<file path="src/hw/rtl/xcfp_pkg.sv">
// ----------------------------------------------------------------------------
// xcfp_pkg
// Shared codes and types of the xor checksum frame parser: byte classes,
// register indexes and the per-byte result record.
// ----------------------------------------------------------------------------
package xcfp_pkg;

  // byte classification codes
  localparam logic [3:0] CLS_IGNORED  = 4'd0;
  localparam logic [3:0] CLS_HEADER   = 4'd1;
  localparam logic [3:0] CLS_SIZE     = 4'd2;
  localparam logic [3:0] CLS_COMMAND  = 4'd3;
  localparam logic [3:0] CLS_ANSWER   = 4'd4;
  localparam logic [3:0] CLS_PAYLOAD  = 4'd5;
  localparam logic [3:0] CLS_CS_GOOD  = 4'd6;
  localparam logic [3:0] CLS_CS_BAD   = 4'd7;
  localparam logic [3:0] CLS_SIZE_ERR = 4'd8;

  // configuration register indexes
  localparam int unsigned CFG_IDX_W = 8;
  localparam logic [CFG_IDX_W-1:0] REG_REQUEST_HEADER  = 8'd0;
  localparam logic [CFG_IDX_W-1:0] REG_RESPONSE_HEADER = 8'd1;

  // header reset values
  localparam logic [7:0] REQUEST_HEADER_RST  = 8'hD9;
  localparam logic [7:0] RESPONSE_HEADER_RST = 8'h9D;

  // frame framing: header, size, type and checksum bytes
  localparam int unsigned MIN_FRAME = 4;
  // width of 4 + size for any size byte
  localparam int unsigned LEN_W = 9;

  // one classified byte
  typedef struct packed {
    logic [3:0] byte_class;
    logic       byte_direction;
    logic [7:0] byte_echo;
    logic [5:0] frame_offset;
    logic [6:0] frame_total;
    logic       frame_done;
    logic       frame_dropped;
  } result_t;

endpackage

</file>
<file path="src/hw/rtl/xcfp_classifier.sv">
// ----------------------------------------------------------------------------
// xcfp_classifier
// Combinational byte classifier: from the current frame state and one byte
// it forms the result record and the next frame state.
// ----------------------------------------------------------------------------
module xcfp_classifier #(
  parameter int unsigned MAX_FRAME = 64,
  parameter int unsigned POS_W     = 7
) (
  input  logic [7:0]       byte_value,
  input  logic             direction,
  input  logic [7:0]       request_header,
  input  logic [7:0]       response_header,
  input  logic [POS_W-1:0] position,
  input  logic             frame_direction,
  input  logic [POS_W-1:0] frame_length,
  input  logic [7:0]       running_xor,
  output logic [POS_W-1:0] position_nxt,
  output logic             frame_direction_nxt,
  output logic [POS_W-1:0] frame_length_nxt,
  output logic [7:0]       running_xor_nxt,
  output xcfp_pkg::result_t result
);

  localparam int unsigned EXT_W = (POS_W > 7) ? POS_W : 7;
  localparam logic [xcfp_pkg::LEN_W-1:0] MAX_LEN = xcfp_pkg::LEN_W'(MAX_FRAME);

  logic                       frame_open;
  logic                       same_dir;
  logic [POS_W-1:0]           pos_inc;
  logic [xcfp_pkg::LEN_W-1:0] size_len;
  logic [7:0]                 hdr;
  logic [7:0]                 xor_inc;
  logic [EXT_W-1:0]           offset_ext;
  logic [EXT_W-1:0]           total_ext;
  logic [EXT_W-1:0]           len_ext;

  // frame continuation or abandonment
  assign frame_open = (position != '0);
  assign same_dir   = frame_open && (frame_direction == direction);
  assign pos_inc    = same_dir ? (position + POS_W'(1)) : '0;
  assign xor_inc    = running_xor ^ byte_value;
  assign size_len   = xcfp_pkg::LEN_W'(byte_value) + xcfp_pkg::LEN_W'(xcfp_pkg::MIN_FRAME);
  assign hdr        = direction ? request_header : response_header;
  assign offset_ext = EXT_W'(pos_inc - POS_W'(1));
  assign len_ext    = EXT_W'(size_len);
  assign total_ext  = EXT_W'(frame_length);

  // classification and next state
  always_comb begin
    position_nxt          = '0;
    frame_direction_nxt   = 1'b0;
    frame_length_nxt      = '0;
    running_xor_nxt       = '0;
    result.byte_class     = xcfp_pkg::CLS_IGNORED;
    result.byte_direction = direction;
    result.byte_echo      = byte_value;
    result.frame_offset   = '0;
    result.frame_total    = '0;
    result.frame_done     = 1'b0;
    result.frame_dropped  = frame_open && !same_dir;

    if (!same_dir) begin
      // idle: look for this direction's header
      if (byte_value == hdr) begin
        position_nxt        = POS_W'(1);
        frame_direction_nxt = direction;
        running_xor_nxt     = byte_value;
        result.byte_class   = xcfp_pkg::CLS_HEADER;
      end
    end else begin
      result.frame_offset = offset_ext[5:0];
      if (pos_inc == POS_W'(2)) begin
        // size byte
        if (size_len > MAX_LEN) begin
          result.byte_class = xcfp_pkg::CLS_SIZE_ERR;
          result.frame_done = 1'b1;
        end else begin
          position_nxt        = pos_inc;
          frame_direction_nxt = frame_direction;
          running_xor_nxt     = xor_inc;
          frame_length_nxt    = size_len[POS_W-1:0];
          result.byte_class   = xcfp_pkg::CLS_SIZE;
          result.frame_total  = len_ext[6:0];
        end
      end else begin
        result.frame_total = total_ext[6:0];
        priority if (pos_inc == frame_length) begin
          // checksum byte closes the frame
          result.byte_class = (xor_inc == 8'd0) ? xcfp_pkg::CLS_CS_GOOD
                                                : xcfp_pkg::CLS_CS_BAD;
          result.frame_done = 1'b1;
        end else begin
          position_nxt        = pos_inc;
          frame_direction_nxt = frame_direction;
          running_xor_nxt     = xor_inc;
          frame_length_nxt    = frame_length;
          if (pos_inc == POS_W'(3)) begin
            result.byte_class = direction ? xcfp_pkg::CLS_COMMAND
                                          : xcfp_pkg::CLS_ANSWER;
          end else begin
            result.byte_class = xcfp_pkg::CLS_PAYLOAD;
          end
        end
      end
    end
  end

endmodule

</file>
<file path="src/hw/rtl/xor_checksum_frame_parser_core.sv">
// ----------------------------------------------------------------------------
// xor_checksum_frame_parser_core
// Two-direction serial frame parser with XOR checksum, one result per byte.
// ----------------------------------------------------------------------------
// Each accepted byte yields exactly one classification beat in the next cycle,
// held in an output register; a new byte is taken every cycle while that
// register is empty or being drained, so the sustained rate is one byte per
// clock, set by the frame state update (position, length,
// running xor). Payload is passed through byte by byte, not buffered: the
// consumer discards it when the checksum beat reports bad. Header bytes for
// each direction are set through the cfg_ write channel, which is always ready.
module xor_checksum_frame_parser_core #(
  parameter int unsigned MAX_FRAME = 64
) (
  input  logic                           clk,
  input  logic                           rst_n,
  // input bytes
  input  logic                           in_valid,
  output logic                           in_ready,
  input  logic [7:0]                     in_byte_value,
  input  logic                           in_direction,
  // classification results
  output logic                           out_valid,
  input  logic                           out_ready,
  output logic [3:0]                     out_byte_class,
  output logic                           out_byte_direction,
  output logic [7:0]                     out_byte_echo,
  output logic [5:0]                     out_frame_offset,
  output logic [6:0]                     out_frame_total,
  output logic                           out_frame_done,
  output logic                           out_frame_dropped,
  // configuration writes
  input  logic                           cfg_valid,
  output logic                           cfg_ready,
  input  logic [xcfp_pkg::CFG_IDX_W-1:0] cfg_index,
  input  logic [7:0]                     cfg_data
);

  localparam int unsigned POS_W = $clog2(MAX_FRAME + 1);

  logic [7:0]        req_hdr_r;
  logic [7:0]        rsp_hdr_r;
  logic [POS_W-1:0]  position_r;
  logic [POS_W-1:0]  position_nxt;
  logic              frame_dir_r;
  logic              frame_dir_nxt;
  logic [POS_W-1:0]  frame_len_r;
  logic [POS_W-1:0]  frame_len_nxt;
  logic [7:0]        run_xor_r;
  logic [7:0]        run_xor_nxt;
  logic              out_valid_r;
  xcfp_pkg::result_t result_r;
  xcfp_pkg::result_t result_nxt;
  logic              in_fire;

  assign in_ready  = !out_valid_r || out_ready;
  assign in_fire   = in_valid && in_ready;
  assign cfg_ready = 1'b1;

  // header registers
  always_ff @(posedge clk) begin
    if (!rst_n) begin
      req_hdr_r <= xcfp_pkg::REQUEST_HEADER_RST;
      rsp_hdr_r <= xcfp_pkg::RESPONSE_HEADER_RST;
    end else if (cfg_valid) begin
      if (cfg_index == xcfp_pkg::REG_REQUEST_HEADER) begin
        req_hdr_r <= cfg_data;
      end
      if (cfg_index == xcfp_pkg::REG_RESPONSE_HEADER) begin
        rsp_hdr_r <= cfg_data;
      end
    end
  end

  xcfp_classifier #(
    .MAX_FRAME (MAX_FRAME),
    .POS_W     (POS_W)
  ) u_classifier (
    .byte_value          (in_byte_value),
    .direction           (in_direction),
    .request_header      (req_hdr_r),
    .response_header     (rsp_hdr_r),
    .position            (position_r),
    .frame_direction     (frame_dir_r),
    .frame_length        (frame_len_r),
    .running_xor         (run_xor_r),
    .position_nxt        (position_nxt),
    .frame_direction_nxt (frame_dir_nxt),
    .frame_length_nxt    (frame_len_nxt),
    .running_xor_nxt     (run_xor_nxt),
    .result              (result_nxt)
  );

  // frame state
  always_ff @(posedge clk) begin
    if (!rst_n) begin
      position_r  <= '0;
      frame_dir_r <= 1'b0;
      frame_len_r <= '0;
      run_xor_r   <= '0;
    end else if (in_fire) begin
      position_r  <= position_nxt;
      frame_dir_r <= frame_dir_nxt;
      frame_len_r <= frame_len_nxt;
      run_xor_r   <= run_xor_nxt;
    end
  end

  // output beat register
  always_ff @(posedge clk) begin
    if (!rst_n) begin
      out_valid_r <= 1'b0;
    end else if (in_ready) begin
      out_valid_r <= in_valid;
    end
  end

  always_ff @(posedge clk) begin
    if (in_fire) begin
      result_r <= result_nxt;
    end
  end

  assign out_valid          = out_valid_r;
  assign out_byte_class     = result_r.byte_class;
  assign out_byte_direction = result_r.byte_direction;
  assign out_byte_echo      = result_r.byte_echo;
  assign out_frame_offset   = result_r.frame_offset;
  assign out_frame_total    = result_r.frame_total;
  assign out_frame_done     = result_r.frame_done;
  assign out_frame_dropped  = result_r.frame_dropped;

endmodule

</file>
<file path="config.mk">
export PLATFORM = sky130hd
export DESIGN_NAME = xor_checksum_frame_parser_core
export DESIGN_NICKNAME = d
export VERILOG_FILES = /design/src/hw/rtl/xcfp_pkg.sv /design/src/hw/rtl/xcfp_classifier.sv /design/src/hw/rtl/xor_checksum_frame_parser_core.sv
export SDC_FILE = /design/constraint.sdc
export NUM_CORES = 1
export LEC_CHECK = 0
export ABC_AREA = 1
export BUFFER_PORTS_ARGS = -buffer_cell sky130_fd_sc_hd__clkbuf_2
export CAP_MARGIN = 20
export CORE_UTILIZATION = 34
export CTS_BUF_LIST = sky130_fd_sc_hd__clkbuf_8
export DETAILED_ROUTE_END_ITERATION = 8
export SYNTH_ARGS = -nofsm -noshare
export SYNTH_HDL_FRONTEND = slang
export SYNTH_SLANG_ARGS = --single-unit
export TNS_END_PERCENT = 10
</file>
<file path="constraint.sdc">
create_clock -name clk -period 1.9 [get_ports clk]
set_input_delay 0 -clock clk [delete_from_list [all_inputs] [get_ports clk]]
set_output_delay 0 -clock clk [all_outputs]
set_load 0.02 [all_outputs]
</file>
== Word-level counts from Yosys, hierarchy flattened ==
Index checks and enable logic that the tools add are counted.

* Register bits after elaboration: 68
* Word-level logic and storage cells: 72
* Input port bits: 30

* Eq/ne operators: 8
* $lt $le $gt $ge: 1
* Bitwise gates (word level): 1
* Reduce and logical (&&, ||, !) cells: 13
* $add $sub $neg: 3
* Mux-type cells: 32

{| class="wikitable"
|+ Operators by type and width
! kind !! number
|-
| 7-bit 2-to-1 mux || 9
|-
| 8-bit 2-to-1 mux || 7
|-
| 4-bit 2-to-1 mux || 5
|-
| 8-bit logical NOT || 2
|-
| 7-bit by 2-bit == test with 1-bit output, second input constant || 2
|-
| 1-bit 2-to-1 mux || 10
|-
| 8-bit by 3-bit adder with 9-bit output, second input constant || 1
|-
| 9-bit by 7-bit greater-than comparator with 1-bit output, second input constant || 1
|-
| 8-bit by 1-bit == test with 1-bit output, second input constant || 1
|-
| 8-bit == test || 1
|-
| 8-bit XOR || 1
|-
| 7-bit by 1-bit adder with 7-bit output, second input constant || 1
|-
| 7-bit == test || 1
|-
| 7-bit nonzero test || 1
|-
| 3-bit != test, second input constant || 2
|-
| 2-bit AND reduction || 3
|-
| 6-bit by 1-bit subtractor with 6-bit output, second input constant || 1
|-
| 1-bit logical AND || 3
|-
| 3-bit 2-to-1 mux || 1
|-
| 3-bit AND reduction || 1
|-
| 1-bit logical NOT || 2
|-
| 1-bit == test || 1
|-
| 1-bit logical OR || 1
|}

== Longest topological paths before layout ==
* Word-level depth: 8
* Depth in mapped cells: 18

== By module ==
From an unflattened synthesis, not the netlist that was laid out.

* Cells, all modules: 526
* Area, all modules: 4,003.8 sq um

{| class="wikitable"
|+ By module, submodules not included
! module !! cells an instance !! times used !! area each (sq um)
|-
| xor_checksum_frame_parser_core || 227 || 1 || 2,367.3
|-
| xcfp_classifier || 299 || 1 || 1,636.6
|}

== Worst setup path before layout ==
No wires, ideal clock.

* Path kind: reg-to-reg
* Start: register out_valid_r, in the netlist out_valid
* End: register result_r, in the netlist out_byte_class[0], enable pin
* Arrival: 1.946 ns
* Period minus slack after synthesis: 2.349 ns
* Slack: -0.449 ns
* Cell stages (with the launch flop): 5
* Path through: dfxtp_1 > nand2_1 > nand2_1 > inv_1 > clkbuf_1

* Word-level cells in the longest chain between the ends: 3

{| class="wikitable"
|+ RTL lines
! what !! RTL line !! RTL
|-
| from (decl) || xor_checksum_frame_parser_core.sv:51 || <nowiki>logic out_valid_r;</nowiki>
|-
| from (signal assigned) || xor_checksum_frame_parser_core.sv:114 || <nowiki>out_valid_r <= in_valid;</nowiki>
|-
| 1-bit logical NOT || xor_checksum_frame_parser_core.sv:56 || <nowiki>assign in_ready = !out_valid_r || out_ready;</nowiki>
|-
| 1-bit logical OR || xor_checksum_frame_parser_core.sv:56 ||
|-
| named net in_ready || xor_checksum_frame_parser_core.sv:19 || <nowiki>output logic in_ready,</nowiki>
|-
| 1-bit logical AND || xor_checksum_frame_parser_core.sv:57 || <nowiki>assign in_fire = in_valid && in_ready;</nowiki>
|-
| named net in_fire || xor_checksum_frame_parser_core.sv:54 || <nowiki>logic in_fire;</nowiki>
|-
| to (signal assigned) || xor_checksum_frame_parser_core.sv:120 || <nowiki>result_r <= result_nxt;</nowiki>
|-
| to (decl) || xor_checksum_frame_parser_core.sv:52 || <nowiki>xcfp_pkg::result_t result_r;</nowiki>
|}

The timed path passes the listed nets, and every way through them passes these cells.
A chain may end at the register's enable or synchronous reset.

==> metrics.cfg <==
[floorplan]
design.core.area_um2=10400
die_area_um2=11200
rows=37
die-width_um=106
fp.dieH_um=106
io-pin-count=61
start_util_pct=35.2

[placed_design]
placed_area_um2=4480
gp_routability_congestion=0.865
dp_hpwl_mm=7.14
i_o_buffers=59

[worst_hold_path]
worstHoldStart=rst_n
worstHoldPathType=in2reg

[worst_setup_path]
nature_of_the_critical_path_endpoint=flip-flop
critical_path_class=reg2reg
cp.required_ns=2.01
cp_data_arrival_time_ns=2.31
startpoint_of_the_most_critical_register_to_register_path=position_r[0]$_SDFFE_PN0P_
beginning_of_the_critical_path=position_r[0]$_SDFFE_PN0P_
cp_max_fo=7
kind_of_start_point_of_the_critical_path=flip-flop

[routing]
final_antenna_net_count=0
avgViaCountPerCell=4.78
wl_per_cell_um=13.4
detailroute.via_count=3560
first_pass_iters=5
postRouteWirelength_mm=10.0
drt_iter0_markers=194
post-route-drc-count=0

[final_layout]
stdcell_area_um2=5120
finalNetCount=638
num-fill-cells=1022
antenna_cells_inserted=0
area.growth.synth_to_final_pct=40.3
fraction_of_layout_cells_with_a_size_suffix_above_1_pct=34.5

[clock_network]
cts.reportedPaths.clkPinSlew_ns=0.08
clkSinkCount=68
tritoncts=done
cts.htree.levels=3
clock_latency_ns=0.36
clk_root_buffer_cell=sky130_fd_sc_hd__clkbuf_8
numCtsBuffers=9
cts_buffer_depth=2

[synth]
yosys.area.top_type=sky130_fd_sc_hd__edfxtp_1
synthFlopType=sky130_fd_sc_hd__dfxtp_1
yosys-top-cells-area=sky130_fd_sc_hd__edfxtp_1 (23%), sky130_fd_sc_hd__dfxtp_1 (22%), sky130_fd_sc_hd__nand2_1 (10%)
synth_cell_types=39
postSynthNetCount=502
flip_flop_and_latch_count_after_synthesis=68
synth_area_um2=3650
synth.avg_cell_area_um2=7.82
yosysSeqAreaShare_pct=44.9
synth_top_cell_area_share_pct=23.0
synth_edf_count=28
yosysWarningCount=0
asyncSetResetFlopFracSynth_pct=0
post_synth_top_cells=sky130_fd_sc_hd__nand2_1 (99), sky130_fd_sc_hd__inv_1 (63), sky130_fd_sc_hd__dfxtp_1 (40), sky130_fd_sc_hd__nor2_1 (40), sky130_fd_sc_hd__nand3_1 (37)
synth_most_common_cell=sky130_fd_sc_hd__nand2_1
post_synthesis_cells=467

[power_and_ir_drop]
leakage_uw=0.00241
vdd_drop_max_uv=294
total_power_per_unit_cell_area_nw_per_um2=710

[timing]
final_ws_setup_ns=-0.303
worst_clock_skew_ns=0.0107
clock.fmax_ghz=0.454
worst_slack_on_hold_paths_ns=0.0362
post-route-min-period_ns=2.20
finish_stage_setup_viols=38
maxSlewViolCount=0
timing.final.crit_share_pct=116
finalHoldViolCount=0
unrepaired_setup_endpoints_after_global_routing=yes

[status]
outcome=finished with violations
failed_checks=setup timing

[job]
timing.max_cap.violations=0

[global_routing]
grt.overflow.total=0
grt_max_degree=32
wire_length_of_the_first_global_routing_pass_mm=16.6
number_of_antenna_violations_at_the_first_check_in_global_routing=0
first_global_vias=3456
grt_use_total_pct=19.0

-- area by class of cell --
| cell class | instances | area, um2 | share of cell area [%] |
|---|---|---|---|
| Multi-Input combinational cell | 319 | 1880 | 36.6 |
| Sequential cell | 68 | 1640 | 32.1 |
| Timing Repair Buffer | 136 | 967 | 18.9 |
| Inverter | 69 | 267 | 5.20 |
| Tap cell | 136 | 170 | 3.32 |
| Clock buffer | 9 | 124 | 2.42 |
| Clock inverter | 7 | 75.1 | 1.46 |
-- power by group --
part / internal (uW) / switching (uW)
sequential: 1600 / 36.8
clock: 612 / 607
combinational: 312 / 472
-- path summary, 6_finish.rpt --
check | slack [ns] | cells after the start | to
worst min register to register | 0.48 | 2 | req_hdr_r[4]$_SDFFE_PN1P_
worst max register to register | -0.30 | 15 | out_byte_class[0]$_DFFE_PP_
worst min-delay path | 0.04 | 3 | position_r[1]$_SDFFE_PN0P_
worst max-delay path | -0.30 | 15 | out_byte_class[0]$_DFFE_PP_
-- per-stage QoR --
| stage | power (uW) | worst slack (ns) | util, % | setup TNS (ns) | instances |
|---|---|---|---|---|---|
| 6_report | 3640 | -0.303 | 49.4 | -5.67 | 744 |
| 5_1_grt | 3800 | -0.387 | 49.4 | -9.84 | 744 |
| 4_1_cts | 3640 | -0.208 | 48.6 | -3.66 | 740 |
| 3_5_place_dp | 2350 | -0.344 | 43.2 | -7.82 | 703 |
| 3_3_place_gp | 2340 | -0.291 | 43.2 | -5.42 | 703 |
| 2_1_floorplan | 2080 | -0.213 | - | -3.33 | 467 |
-- worst max-delay path, stage by stage (launching register included) --
cell                      delay [ns]
sky130_fd_sc_hd__dfxtp_2        0.33
sky130_fd_sc_hd__inv_2          0.08
sky130_fd_sc_hd__ha_4           0.13
sky130_fd_sc_hd__inv_2          0.03
sky130_fd_sc_hd__nor2_2         0.09
sky130_fd_sc_hd__nand3_2        0.12
sky130_fd_sc_hd__nand2_4        0.17
sky130_fd_sc_hd__buf_6          0.12
sky130_fd_sc_hd__nor2_4         0.03
sky130_fd_sc_hd__buf_6          0.12
sky130_fd_sc_hd__nor2_4         0.08
sky130_fd_sc_hd__nand4_1        0.15
sky130_fd_sc_hd__nor2_4         0.23
sky130_fd_sc_hd__nand4_1        0.11
sky130_fd_sc_hd__nand4_1        0.10
sky130_fd_sc_hd__nand2_1        0.07
-- metal layers --
layer,vias to the layer above,track usage (%),wire length [um]
li1,1818,-,-
met1,1634,25.4,4710
met2,97,31.2,4690
met3,11,2.23,457
met4,0,7.04,143
met5,-,0,0
-- cell families (layout without fill, tap and decap cells) --
logic type,Yosys count,in the layout,synth area share (%)
simple gates,229,229,30.3
buf+inv,80,221,8.74
compound gates,68,68,10.2
flops,68,68,44.9
xor+xnor,16,16,4.04
fa+ha+maj,5,5,1.71
other cells,1,1,0.103
-- sequential cells by signal, indices dropped and copies added, names as in the netlist, 4 cells and up --
| name | cells |
|---|---|
| frame_len_r | 7 |
| out_byte_class | 4 |
| out_byte_echo | 8 |
| out_frame_offset | 6 |
| out_frame_total | 7 |
| position_r | 7 |
| req_hdr_r | 8 |
| rsp_hdr_r | 8 |
| run_xor_r | 8 |
-- layout by cell type, fill, tap and decap left out, drive strengths merged, types with 2 or more instances in the layout --
cell type	Yosys	routed
ha	5	5
clkbuf	6	68
dfxtp	40	40
buf	5	60
a31oi	2	2
o211ai	6	6
xor2	6	6
nand4	19	19
inv	67	68
a211oi	3	3
o21ai	32	32
xnor2	10	10
edfxtp	28	28
nand2	103	103
nor4	2	2
nor2	47	47
a21oi	21	21
nor3	7	7
dlygate4sd3	0	17
clkinv	2	7
o22ai	2	2
or2	6	6
nand3	43	43
-- repair_timing --
item / CTS / global route
cloned: 0 / 0
gates resized for setup: 53 / 16
hold buffers: 17 / 0
buffers inserted: 4 / 4
pin swaps: 23 / 23
hold endpoints to repair: 25 / 0
endpoints found under the setup margin: 37 / 39
No activity file was read; power rests on OpenSTA's default activity.
